`src/rtl/ppmc_pkg.sv`:
```
`timescale 1ns / 1ps
// Shared types and constants for the position PID motor controller.
// No dependencies; imported by position_pid_motor_controller_unit.
package ppmc_pkg;

    typedef enum logic [1:0] {
        CMD_NONE    = 2'd0,
        CMD_FORWARD = 2'd1,
        CMD_REVERSE = 2'd2,
        CMD_BRAKE   = 2'd3
    } t_motor_cmd;

    typedef enum logic [2:0] {
        REG_ENABLE    = 3'd0,
        REG_FAR_THR   = 3'd1,
        REG_INT_LIMIT = 3'd2,
        REG_KP        = 3'd3,
        REG_KD        = 3'd4,
        REG_MAX_DUTY  = 3'd5,
        REG_MIN_DUTY  = 3'd6
    } t_reg_idx;

    localparam int unsigned ADDR_W   = 5;
    localparam int unsigned DATA_W   = 32;
    localparam int unsigned INT_W    = 16;
    localparam int unsigned POS_IN_W = 16;
    localparam int unsigned ERR_O_W  = 16;

    localparam logic [14:0] RST_FAR_THR   = 15'd150;
    localparam logic [14:0] RST_INT_LIMIT = 15'd240;
    localparam logic [7:0]  RST_KP        = 8'd4;
    localparam logic [7:0]  RST_KD        = 8'd22;
    localparam logic [7:0]  RST_MAX_DUTY  = 8'd255;
    localparam logic [7:0]  RST_MIN_DUTY  = 8'd140;

endpackage

```
`src/rtl/position_pid_motor_controller_unit.sv`:
```
`timescale 1ns / 1ps
// Position PID motor controller: input register, one-pass PID logic, result register.
// Depends on ppmc_pkg.
//
// Usage:
//   Slave stream: i_s_tdata carries desired_position [15:0] and
//   current_position [31:16]; i_s_tuser carries timer_tick. Each request
//   yields exactly one result on the master stream: motor_cmd [1:0],
//   duty [9:2], position_error [25:10], upper bits zero.
//   o_m_tvalid rises once the request moves from the input register to the
//   result register; one request is taken every cycle while i_m_tready is
//   high; integral and PID-step error history update in place as requests leave.
//   The APB port holds enable, far threshold, integral limit, kp, kd,
//   max and min duty at byte addresses 0, 4 .. 24; write them only while
//   no request is in flight. pready is always high.
//   Reset clears the valid flags, integral and history and loads the
//   default register values; the block is ready right after reset.
//   When i_m_tready is low the result holds and the input register fills,
//   then o_s_tready drops until the master side drains.
module position_pid_motor_controller_unit
    import ppmc_pkg::*;
#(
    parameter int unsigned P_POS_W = 16
) (
    input  logic                i_clk,
    input  logic                i_rst_n,
    input  logic                i_s_tvalid,
    output logic                o_s_tready,
    input  logic [31:0]         i_s_tdata,   // desired_position, current_position
    input  logic                i_s_tuser,   // timer_tick
    output logic                o_m_tvalid,
    input  logic                i_m_tready,
    output logic [31:0]         o_m_tdata,   // motor_cmd, duty, position_error, zero pad
    input  logic                psel,
    input  logic                penable,
    input  logic                pwrite,
    input  logic [ADDR_W-1:0]   paddr,
    input  logic [DATA_W-1:0]   pwdata,
    output logic [DATA_W-1:0]   prdata,
    output logic                pready
);

    localparam int unsigned SW = ((P_POS_W > INT_W) ? P_POS_W : INT_W) + 1;
    localparam int unsigned OW = P_POS_W + 13;

    // configuration
    logic        r_enable;
    logic [14:0] r_far_thr;
    logic [14:0] r_int_limit;
    logic [7:0]  r_kp;
    logic [7:0]  r_kd;
    logic [7:0]  r_max_duty;
    logic [7:0]  r_min_duty;

    // state
    logic signed [INT_W-1:0]   r_integral;
    logic signed [P_POS_W-1:0] r_prev1;
    logic signed [P_POS_W-1:0] r_prev2;
    logic signed [P_POS_W-1:0] r_prev3;

    // input register
    logic                r_in_valid;
    logic                r_in_tick;
    logic [POS_IN_W-1:0] r_in_des;
    logic [POS_IN_W-1:0] r_in_cur;

    // result register
    logic               r_out_valid;
    t_motor_cmd         r_out_cmd;
    logic [7:0]         r_out_duty;
    logic [ERR_O_W-1:0] r_out_err;

    logic advance;
    logic in_take;
    logic cfg_wr;
    t_reg_idx cfg_idx;

    logic [32:0]               dif;
    logic signed [P_POS_W-1:0] err;
    logic signed [32:0]        err_x;
    logic signed [OW-1:0]      err_o;
    logic signed [OW-1:0]      far_o;
    logic                      far_pos;
    logic                      far_neg;
    logic signed [SW-1:0]      s_raw;
    logic signed [SW-1:0]      lim_s;
    logic signed [SW-1:0]      s_cl;
    logic                      near_zero;
    logic signed [P_POS_W:0]   diff;
    logic signed [P_POS_W+8:0] prod_p;
    logic signed [P_POS_W+9:0] prod_d;
    logic signed [OW-1:0]      o_sum;
    logic signed [OW-1:0]      o_mag;
    logic signed [OW-1:0]      max_o;
    logic signed [OW-1:0]      min_o;
    logic [7:0]                duty_cl;
    logic                      active;
    logic                      pid_step;

    t_motor_cmd         n_cmd;
    logic [7:0]         n_duty;
    logic signed [INT_W-1:0] n_integral;

    assign advance    = !r_out_valid || i_m_tready;
    assign o_s_tready = !r_in_valid || advance;
    assign in_take    = i_s_tvalid && o_s_tready;

    assign pready  = 1'b1;
    assign cfg_wr  = psel && penable && pwrite && pready;
    assign cfg_idx = t_reg_idx'(paddr[4:2]);

    always_comb begin
        case (cfg_idx)
            REG_ENABLE:    prdata = {31'd0, r_enable};
            REG_FAR_THR:   prdata = {17'd0, r_far_thr};
            REG_INT_LIMIT: prdata = {17'd0, r_int_limit};
            REG_KP:        prdata = {24'd0, r_kp};
            REG_KD:        prdata = {24'd0, r_kd};
            REG_MAX_DUTY:  prdata = {24'd0, r_max_duty};
            REG_MIN_DUTY:  prdata = {24'd0, r_min_duty};
            default:       prdata = '0;
        endcase
    end

    always_ff @(posedge i_clk) begin
        if (!i_rst_n) begin
            r_enable    <= 1'b0;
            r_far_thr   <= RST_FAR_THR;
            r_int_limit <= RST_INT_LIMIT;
            r_kp        <= RST_KP;
            r_kd        <= RST_KD;
            r_max_duty  <= RST_MAX_DUTY;
            r_min_duty  <= RST_MIN_DUTY;
        end else if (cfg_wr) begin
            case (cfg_idx)
                REG_ENABLE:    r_enable    <= pwdata[0];
                REG_FAR_THR:   r_far_thr   <= pwdata[14:0];
                REG_INT_LIMIT: r_int_limit <= pwdata[14:0];
                REG_KP:        r_kp        <= pwdata[7:0];
                REG_KD:        r_kd        <= pwdata[7:0];
                REG_MAX_DUTY:  r_max_duty  <= pwdata[7:0];
                REG_MIN_DUTY:  r_min_duty  <= pwdata[7:0];
                default: ;
            endcase
        end
    end

    // error and PID datapath
    assign dif   = {17'd0, r_in_des} - {17'd0, r_in_cur};
    assign err   = $signed(dif[P_POS_W-1:0]);
    assign err_x = 33'(err);
    assign err_o = OW'(err);
    assign far_o = OW'($signed({1'b0, r_far_thr}));
    assign far_pos = err_o > far_o;
    assign far_neg = err_o < -far_o;

    assign s_raw = SW'(r_integral) + SW'(err);
    assign lim_s = SW'($signed({1'b0, r_int_limit}));
    assign near_zero = (err == '0) || (err == P_POS_W'(1)) || (&err);

    always_comb begin
        if (near_zero) begin
            s_cl = '0;
        end else if (s_raw > lim_s) begin
            s_cl = lim_s;
        end else if (s_raw < -lim_s) begin
            s_cl = -lim_s;
        end else begin
            s_cl = s_raw;
        end
    end

    assign diff   = (P_POS_W+1)'(err) - (P_POS_W+1)'(r_prev3);
    assign prod_p = $signed({1'b0, r_kp}) * err;
    assign prod_d = $signed({1'b0, r_kd}) * diff;
    assign o_sum  = OW'(prod_p) + OW'(s_cl) + OW'(prod_d);
    assign o_mag  = o_sum[OW-1] ? -o_sum : o_sum;
    assign max_o  = OW'($signed({1'b0, r_max_duty}));
    assign min_o  = OW'($signed({1'b0, r_min_duty}));

    always_comb begin
        if (o_mag > max_o) begin
            duty_cl = r_max_duty;
        end else if (o_mag < min_o) begin
            duty_cl = r_min_duty;
        end else begin
            duty_cl = o_mag[7:0];
        end
    end

    assign active   = r_in_tick && r_enable;
    assign pid_step = active && !far_pos && !far_neg;

    always_comb begin
        n_cmd      = CMD_NONE;
        n_duty     = 8'd0;
        n_integral = r_integral;
        if (active) begin
            if (far_pos || far_neg) begin
                n_cmd      = far_pos ? CMD_FORWARD : CMD_REVERSE;
                n_duty     = r_max_duty;
                n_integral = '0;
            end else begin
                n_integral = s_cl[INT_W-1:0];
                if (o_sum > OW'(1)) begin
                    n_cmd  = CMD_FORWARD;
                    n_duty = duty_cl;
                end else if (o_sum < -OW'(1)) begin
                    n_cmd  = CMD_REVERSE;
                    n_duty = duty_cl;
                end else begin
                    n_cmd  = CMD_BRAKE;
                    n_duty = r_max_duty;
                end
            end
        end
    end

    // state update as the request leaves the input register
    always_ff @(posedge i_clk) begin
        if (!i_rst_n) begin
            r_integral <= '0;
            r_prev1    <= '0;
            r_prev2    <= '0;
            r_prev3    <= '0;
        end else if (r_in_valid && advance) begin
            r_integral <= n_integral;
            if (pid_step) begin
                r_prev3 <= r_prev2;
                r_prev2 <= r_prev1;
                r_prev1 <= err;
            end
        end
    end

    always_ff @(posedge i_clk) begin
        if (!i_rst_n) begin
            r_in_valid  <= 1'b0;
            r_out_valid <= 1'b0;
        end else begin
            if (in_take) begin
                r_in_valid <= 1'b1;
            end else if (advance) begin
                r_in_valid <= 1'b0;
            end
            if (advance) begin
                r_out_valid <= r_in_valid;
            end
        end
    end

    always_ff @(posedge i_clk) begin
        if (in_take) begin
            r_in_tick <= i_s_tuser;
            r_in_des  <= i_s_tdata[15:0];
            r_in_cur  <= i_s_tdata[31:16];
        end
        if (advance && r_in_valid) begin
            r_out_cmd  <= n_cmd;
            r_out_duty <= n_duty;
            r_out_err  <= err_x[ERR_O_W-1:0];
        end
    end

    assign o_m_tvalid = r_out_valid;
    assign o_m_tdata  = {6'd0, r_out_err, r_out_duty, r_out_cmd};

endmodule
```
`config.mk`:
```
export PLATFORM = sky130hd
export DESIGN_NAME = position_pid_motor_controller_unit
export DESIGN_NICKNAME = d
export VERILOG_FILES = /design/src/rtl/ppmc_pkg.sv /design/src/rtl/position_pid_motor_controller_unit.sv
export SDC_FILE = /design/constraint.sdc
export NUM_CORES = 1
export LEC_CHECK = 0
export ABC_CLOCK_PERIOD_IN_PS = 22700
export BUFFER_PORTS_ARGS = -buffer_cell sky130_fd_sc_hd__buf_4
export CAP_MARGIN = 30
export CORE_UTILIZATION = 45
export CTS_BUF_LIST = sky130_fd_sc_hd__clkbuf_4 sky130_fd_sc_hd__clkbuf_8
export DETAILED_ROUTE_END_ITERATION = 10
export GPL_TIMING_DRIVEN = 0
export HOLD_SLACK_MARGIN = 0.05
export PLACE_DENSITY = 0.6
export RECOVER_POWER = 100
export SETUP_SLACK_MARGIN = 0.1
export SYNTH_ARGS = -nofsm -noshare
export SYNTH_HDL_FRONTEND = slang
export SYNTH_SLANG_ARGS = --single-unit
```
`constraint.sdc`:
```
create_clock -name i_clk -period 22.7 [get_ports i_clk]
set_clock_uncertainty 0.15 [all_clocks]
set_input_delay 1.135 -clock i_clk [delete_from_list [all_inputs] [get_ports i_clk]]
set_output_delay 1.135 -clock i_clk [all_outputs]
set_load 0.1 [all_outputs]
```
==> flow_summary.yaml <==
critical_path:
  slowest_stage: "nor4b_1"
  slowest_delay_ns: 1.39
  worstSetupEndpointType: "flip-flop"
  worst-path-buf-inv: 7
  reg2reg_slack_ns: 5.19
  crit_arrival_ns: 17.62
  crit_required_ns: 22.81
  crit_top_cell: "a21oi_1"
  critical_path_class: "reg2reg"
  crit_fanout: 12
  critPathLaunchType: "flip-flop"
  critical_path.top_delay_family: "compound AO/OA/AOI/OAI gates"
clock_network:
  cts_setup_buffers: 0
  clk_latency_ns: 0.54
  clk_pin_slew_ns: 0.09
  cts-hold-fix-buffers: 0
  clockRootBuffer: "clkbuf_8"
  cts_max_level: 4
  ctsResizeCount: 0
  cts.sinks: 188
  clockBufferDepth: 2
  cts_tree: "built"
  cts_buffers: 17
yosys:
  yosys_warnings: 0
  syn_avg_cell_area_um2: 8.68
  synthArstFlopShare_pct: 0
  synth-simple-area-share_pct: 19.8
  ys_ff_latch: 188
  synth.area.top_cells: "fa_1 22%, ha_1 11%, dfxtp_1 10%"
  synth_top_family_by_area: "adder cells"
  synthMuxAreaShare_pct: 3.70
  synthesis.area_um2: 25300
  syn_inst: 2909
  synth_edf_count: 59
  synthDistinctLibCells: 98
  synth-xor-area-share_pct: 2.70
  synth_compound_area_share_pct: 13.9
  yosysSeqAreaShare_pct: 17.2
  synthAdderAreaFrac_pct: 33.9
  synth_top_area_share_pct: 22.4
  yosysTopAreaCell: "fa_1"
  ys.flop_type: "dfxtp_1"
outcome:
  violations: "max-capacitance violations, max-slew violations"
  outcome: "complete, but fails checks"
layout:
  nets: 3657
  drive_above_1_share_pct: 5.56
  final_core_utilization_pct: 49.4
  n_fill_cell: 5469
  syn_to_final_growth_pct: 8.22
  multi_input_area_um2: 18800
  regArea_um2: 4350
timing:
  fmax_mhz: 57.1
  hold_viol_final: 0
  fin_setup_tns_ns: 0
  slew_viol_final: 120
  maxSlewHeadroom_pct: -81.3
  worst_slack_ns: 5.19
  worst_slew_pin_slew_ns: 2.71
  finalCriticalPeriod_ns: 17.51
  final.period_utilization_pct: 77.1
  setup_viol: 0
  rsz0062_at_grt: "false"
floorplanning:
  num_rows: 86
  die_area_um2: 57100
  initial_utilization_pct: 45.7
  dieWidth_um: 239
  num_io_pins: 144
  fp.dieH_um: 239
  coreArea_um2: 55300
global_routing:
  grt_first_pass_wirelength_mm: 123
  grt_max_degree: 34
  grt_pass1_vias: 21900
  track_usage_pct: 28.2
  grt_overflow: 0
  antenna_found_initial: 1
drt:
  post_drt_via_cell_ratio: 5.59
  antenna_left: 0
  first_pass_iters: 7
  drt_iter0_markers: 1336
  drc_errors: 0
  drt-total-wl_mm: 77.1
  via_count: 21400
  wire_per_inst_um: 20.2
flow_run:
  maxCapViolCount: 6
min_path:
  hold_class: "reg2reg"
placement:
  place.gp.congestion: 0.939
  dp_hpwl_mm: 63.6
  portBuffers: 98
  preCtsSetupSlack_ns: 6.83
[routing by layer]
layer / wire (um) / global-route usage (%) / part of all wire [%] / up-vias
met1: 33300 / 36.7 / 43 / 10500
met4: 3020 / 11.5 / 3.9 / 0
li1: - / - / - / 10100
met2: 36100 / 46.8 / 47 / 666
met5: 0 / 0 / 0 / -
met3: 4690 / 4.08 / 6.1 / 151
[path summary, 6_finish.rpt]
kind                  from             to  cells past startpoint
max            r_in_des[1]  r_out_duty[1]                     47
min          r_integral[0]  r_integral[0]                      2
max reg2reg    r_in_des[1]  r_out_duty[1]                     47
min reg2reg  r_integral[0]  r_integral[0]                      2
[area by class of cell]
cell class,count,share of cell area (%)
Clock buffer,20,0.938
Timing Repair Buffer,115,2.40
Clock inverter,12,0.600
Sequential cell,188,15.9
Multi-Input combinational cell,2191,68.7
Antenna cell,1,0.00915
Tap cell,748,3.42
Inverter,402,5.52
Buffer,150,2.52
[layout by cell type (no fill, tap or decap), types with 10 or more instances in the layout]
cell type  netlist  routed
a211o_1         10      10
a211oi_1        15      15
a21boi_0        37      37
a21o_1          30      30
a21oi_1        105     105
a221oi_1        10      10
a22oi_1         10      10
and2_1         128     127
and3_1          17      17
buf_4           27      53
clkbuf_1       106     168
clkbuf_4         0      37
clkbuf_8         0      17
conb_1           2      24
dfxtp_1        129     129
edfxtp_1        59      59
fa_1           283     283
ha_1           232     232
inv_1          402     402
mux2i_1         81      81
nand2_1        328     328
nand2b_1        25      25
nand3_1         54      54
nand4_1         31      31
nor2_1         128     128
nor2b_1        117     117
nor3_1          65      66
nor4_1          17      17
o211ai_1        46      46
o21a_1          37      37
o21ai_0         79      79
o22ai_1         11      11
or3_1           13      13
xnor2_1         56      56
xor2_1          20      20
[cell usage after synthesis (all sizes together) (10+ instances only)]
| cell | number |
|---|---|
| o211ai | 47 |
| nand2b | 25 |
| or3 | 16 |
| inv | 402 |
| clkbuf | 106 |
| and2 | 129 |
| a22oi | 10 |
| nor2 | 128 |
| o21a | 37 |
| a21boi | 37 |
| fa | 283 |
| and3 | 18 |
| mux2i | 81 |
| nand3 | 54 |
| buf | 44 |
| a211oi | 15 |
| a21oi | 108 |
| o22ai | 11 |
| edfxtp | 59 |
| nor2b | 117 |
| dfxtp | 129 |
| xnor2 | 57 |
| a211o | 10 |
| nand2 | 328 |
| ha | 232 |
| nand4 | 31 |
| nor3 | 66 |
| nor4 | 18 |
| a221oi | 11 |
| o21ai | 80 |
| xor2 | 20 |
| a21o | 31 |
[cell families after synthesis]
kind of cell    after synthesis
compound gates              501
xor+xnor                     77
fa+ha+maj                   515
buf+inv                     552
flops                       188
mux                          91
other cells                   2
simple gates                983
[worst reg2reg max path: cells and delay by family (launching register included)]
| family | cells | cell delay, ns |
|---|---|---|
| compound gates | 18 | 5.56 |
| flops | 1 | 0.46 |
| simple gates | 11 | 4.47 |
| fa+ha+maj | 9 | 3.77 |
| buf+inv | 7 | 2.26 |
| xor+xnor | 1 | 0.37 |
| mux | 1 | 0.21 |
[through the flow]
| stage | cell area, um2 | cells | hold slack (ns) |
|---|---|---|---|
| floorplan | 25300 | 2931 | 0.282 |
| global placement | 27000 | 3777 | 0.295 |
| detailed placement | 27300 | 3794 | 0.306 |
| CTS | 27700 | 3826 | 0.329 |
| global route | 27300 | 3826 | 0.363 |
| finish | 27300 | 3827 | 0.324 |
[flip-flops by register name, summed over array words and instances (netlist names), 15 cells and up]
signal and cells:
r_far_thr 15, r_in_cur 16, r_in_des 16, r_int_limit 15
r_integral 16, r_out_err 16, r_prev1 16, r_prev2 16
r_prev3 16
Power is not shown: default switching activity piles up to over one toggle a cycle in this logic, so the estimate is an artifact.
